`src/lc3_ram.sv`:
```
// generic single-port ram with registered read
module lc3_ram #(
  parameter int WIDTH = 16,
  parameter int DEPTH = 256
) (
  input  logic                     clk,
  input  logic                     we,
  input  logic [$clog2(DEPTH)-1:0] addr,
  input  logic [WIDTH-1:0]         wdata,
  output logic [WIDTH-1:0]         rdata
);
  logic [WIDTH-1:0] mem [DEPTH];

  // write one word and read one word a cycle
  always_ff @(posedge clk) begin
    if (we) mem[addr] <= wdata;
    rdata <= mem[addr];
  end
endmodule

```
`config.mk`:
```
export PLATFORM = sky130hd
export DESIGN_NAME = lc3_ram
export DESIGN_NICKNAME = d
export VERILOG_FILES = /design/src/lc3_ram.sv
export SDC_FILE = /design/constraint.sdc
export NUM_CORES = 2
export LEC_CHECK = 0
export BUFFER_PORTS_ARGS = -buffer_cell sky130_fd_sc_hd__buf_2
export CORE_MARGIN = 5
export CORE_UTILIZATION = 40
export CTS_BUF_LIST = sky130_fd_sc_hd__clkbuf_8
export DETAILED_ROUTE_END_ITERATION = 8
export SLEW_MARGIN = 20
export SYNTH_ARGS = -nofsm -noshare
export SYNTH_HDL_FRONTEND = slang
export SYNTH_SLANG_ARGS = --single-unit
```
`constraint.sdc`:
```
create_clock -name clk -period 8.1 [get_ports clk]
set_input_delay 0.405 -clock clk [delete_from_list [all_inputs] [get_ports clk]]
set_output_delay 0.405 -clock clk [all_outputs]
set_load 0.01 [all_outputs]
```
Word level (Yosys, flattened, before mapping)

Memory sizes are Yosys's and may differ from the RTL's. A register that Yosys moved wholly into a read port is not among the register bits.
Cells that the tools add are included.
Widths: inputs -> output; s select.

Flip-flop bits (word level): 0
RAM bits: 4,096
Input port bits: 26
Output and inout port bits: 16
Word-level logic and storage cells: 3
Memories: 1

Mux-type cells: 2

Memory list:

| name | words | bits a word | read ports | clocked after memory_dff | write ports | RTL line | RTL |
|---|---|---|---|---|---|---|---|
| mem  | 256   | 16          | 1          | 1                        | 1           | 12       | `logic [WIDTH-1:0] mem [DEPTH];` |

Operator list:

| cell   | number |
|---|---|
| $mux 1 | 2 |

Longest topological paths before layout

Word-level depth: 2
Depth in mapped cells: 10
Mapped depth without buffers: 5

Worst setup path before layout

Ideal clock, no wire load.

Kind: input to register
Start point: input addr[0]
End point: memory mem[145][0] (enable)
Library setup time: 0.409 ns
Arrival: 2.694 ns
Data required time: 7.691 ns
Path slack: 4.997 ns
Cell stages on the path: 7
Path buffers: 5
Cell sequence: clkbuf_1 > buf_6 > clkbuf_1 > buf_2 > nand2b_1 > clkbuf_1 > nor3_1

RTL lines:

| item               | RTL line | RTL |
|---|---|---|
| start: declaration | 8        | `input logic [$clog2(DEPTH)-1:0] addr,` |
| end: declaration   | 12       |  |

Straight into the memory's write port.

==> impl_metrics.csv <==
group,metric,value,unit
timing,finalHoldViolCount,0,
final_layout,nNetsFinal,7427,
route,post_drt_wl_per_cell,31.3,um
grt,gr-total-overflow,0,
setup_path,r2r_cells,6,
grt,grt_max_degree,185,
setup_path,r2r-start,"mem[15][14]",
synth,yosysSeqAreaShare,0.794,
setup_path,startpoint,"addr[1]",
pwr,power_leakage,54.6,nW
place,dp_hpwl,229,mm
route,vias,75739,
route,firstDrtPassIters,5,
timing,skew,0.0942,ns
final_layout,syn2layout_area_growth,13.5,%
die,die_h,633,um
clocking,cts_tree,"done",
setup_path,endpoint_kind,"flop",
synth,ys_warn_count,0,
synth,yosysTopAreaCell,"edfxtp_1",
place,io_buffers,41,
timing,relSlewSlack,0.152,
timing,hold_slack,0.198,ns
final_layout,mostFrequentLayoutCell,"edfxtp_1",
final_layout,drive_above_1_share,0.298,
clocking,cts.sinks,4112,
clocking,cts-root-buf,"clkbuf_8",
clocking,clock_path_buffers,4,
route,ant_nets,0,
setup_path,path_cells,"buf_8 > buf_4 > buf_4 > mux4_2 > a22oi_1 > a21oi_1 > o41ai_2 > nand4_1",
route,drtIter0Drc,9088,
grt,grt_pass1_wl,583,mm
route,met3WireLength,33.7,mm
clocking,insertion_delay,1.22,ns
setup_path,timing.rr.end,"rdata[14]",
setup_path,crit_buf_inv,3,
run_status,status,"finished, final reports clean",
route,vias_per_cell,5.78,
die,fp.coreArea,386000,um^2
setup_path,critical_path_depth,8,
clocking,cts_resized,0,
final_layout,fillers,31905,
timing,drv_slew,0,
route,top_layer,"met5",
synth,syn_avg_cell_area,23.1,um^2
synth,yosysUniqueCellTypes,22,
grt,gr-usage-all-layers,0.202,
clocking,ctsHtreeMaxLevel,6,
setup_path,crit_type,"primary input to flop",
synth,synth_area,155000,um^2
setup_path,cp.required,9.09,ns
die,dieWidth,633,um
setup_path,arrival,4.94,ns
run,max-cap-violations,0,
timing,rsz0062_at_grt,"no",
place,place.gp.congestion,0.785,
route,wl_met1,161,mm
die,start_util,0.402,
setup_path,cp_max_fo,76,
synth,synth_seq_cells,4112,
route,drc,0,
synth,synthTopCellsByArea,"edfxtp_1, mux4_2, a22oi_1, a21oi_1, clkbuf_1",
grt,antenna_found_initial,36,
clocking,cts_setup_buffers,0,
setup_path,slowest_delay,0.92,ns
setup_path,endpoint,"rdata[11]",
clocking,cts_made_buffers,653,
setup_path,slowest_stage,"o41ai_2",
timing,finalSetupTns,0,ns
timing,finalSetupViolCount,0,
final_layout,final_area,176000,um^2
synth,synth_top_area_share,0.791,
place,postPlaceCellArea,165000,um^2
die,io_pins,42,
die,die_area,401000,um^2
grt,grt_pass1_vias,78028,
timing,fin_crit,3.95,ns
timing,fmax,253,MHz
route,wirelength,410,mm
setup_path,cpMostUsedCell,"buf_4",
synth,synth_nets,6753,
setup_path,cp-start-kind,"primary input",
setup_path,cp_top_family,"buffers and inverters",
synth,syn_inst,6727,
route,route.met2.wl,202,mm
pwr,power_density,235,nW/um^2
pwr,ir_worst_vdd,166,uV
setup_path,r2r_slack,5.17,ns
pwr,power,41.4,mW
timing,worst_pin_slew,1.27,ns
hold_path,min_path_type,"primary input to flop",
timing,fin_crit_sh,0.488,
die,fp-row-count,228,
clocking,clk_pin_slew,0.07,ns
final_layout,final_cell_mix,"edfxtp_1, mux4_2, clkbuf_8",
==> cell usage after synthesis (all sizes together) <==
master     n
o41ai     64
a22oi    512
clkbuf   249
buf      171
nand4     16
or3        1
nand3     13
mux4    1024
nor3      30
inv        1
edfxtp  4096
a21oi    256
nand2     28
nand2b     6
nor2b      7
or2        2
nor2     232
and2       3
dfxtp     16
==> through the flow <==
step           instances  utilization  setup slack [ns]
6_report           13106        0.457              4.15
3_3_place_gp       11887        0.425              2.29
5_1_grt            13090        0.457              4.20
4_1_cts            13065        0.456              4.34
2_1_floorplan       6727            -              5.00
3_5_place_dp       11900        0.426              3.05
==> kinds of logic after synthesis <==
| family | Yosys count | share of synthesized area |
|---|---|---|
| compound gates | 832 | 0.0366 |
| mux | 1024 | 0.148 |
| buf+inv | 421 | 0.0124 |
| flops | 4112 | 0.794 |
| simple gates | 338 | 0.00907 |
==> routing by layer <==
| metal | global-route usage | up-vias |
|---|---|---|
| met5 | 0 | - |
| met4 | 0.0693 | 22 |
| met3 | 0.0403 | 696 |
| met2 | 0.328 | 3519 |
| met1 | 0.274 | 40984 |
| li1 | - | 30518 |
==> flip-flops by register name (all words and copies together), names as in the netlist <==
register  count
mem        4096
rdata        16
==> power breakdown <==
group	total (mW)	internal (mW)	switching (mW)
Sequential	23.5	23.5	0.0601
Clock	15.9	7.78	8.14
Combinational	1.96	0.662	1.30
==> worst min-delay path by stage <==
stage,end,cells past startpoint,startpoint
6_report,mem[184][13],4,we
5_1_grt,mem[149][4],3,addr[2]
4_1_cts,mem[184][13],4,we
3_3_place_gp,mem[94][3],1,wdata[3]
3_5_place_dp,mem[86][3],1,wdata[3]
2_1_floorplan,mem[0][0],0,wdata[0]
==> area by class of cell <==
class | count | area [um^2] | share of cell area
clock buffer | 660 | 9080 | 0.0515
inverter | 1 | 3.75 | 0.0000213
tap | 5175 | 6470 | 0.0367
antenna | 38 | 95.1 | 0.000539
timing repair buffer | 439 | 3820 | 0.0217
sequential | 4112 | 123000 | 0.699
clock inverter | 487 | 2450 | 0.0139
multi-input combinational | 2194 | 31200 | 0.177
==> tightest hold or removal path, delay by kind of cell <==
family,cells,cell delay [ns]
and+or+nand+nor,2,0.26
buffers and inverters,2,0.45
==> what timing repair did <==
item	4_1_cts	5_1_grt
endpoints found under the setup margin	0	0
hold buffers	18	0
endpoints found under the hold margin	1507	0
No activity file was read; power rests on OpenSTA's default activity.
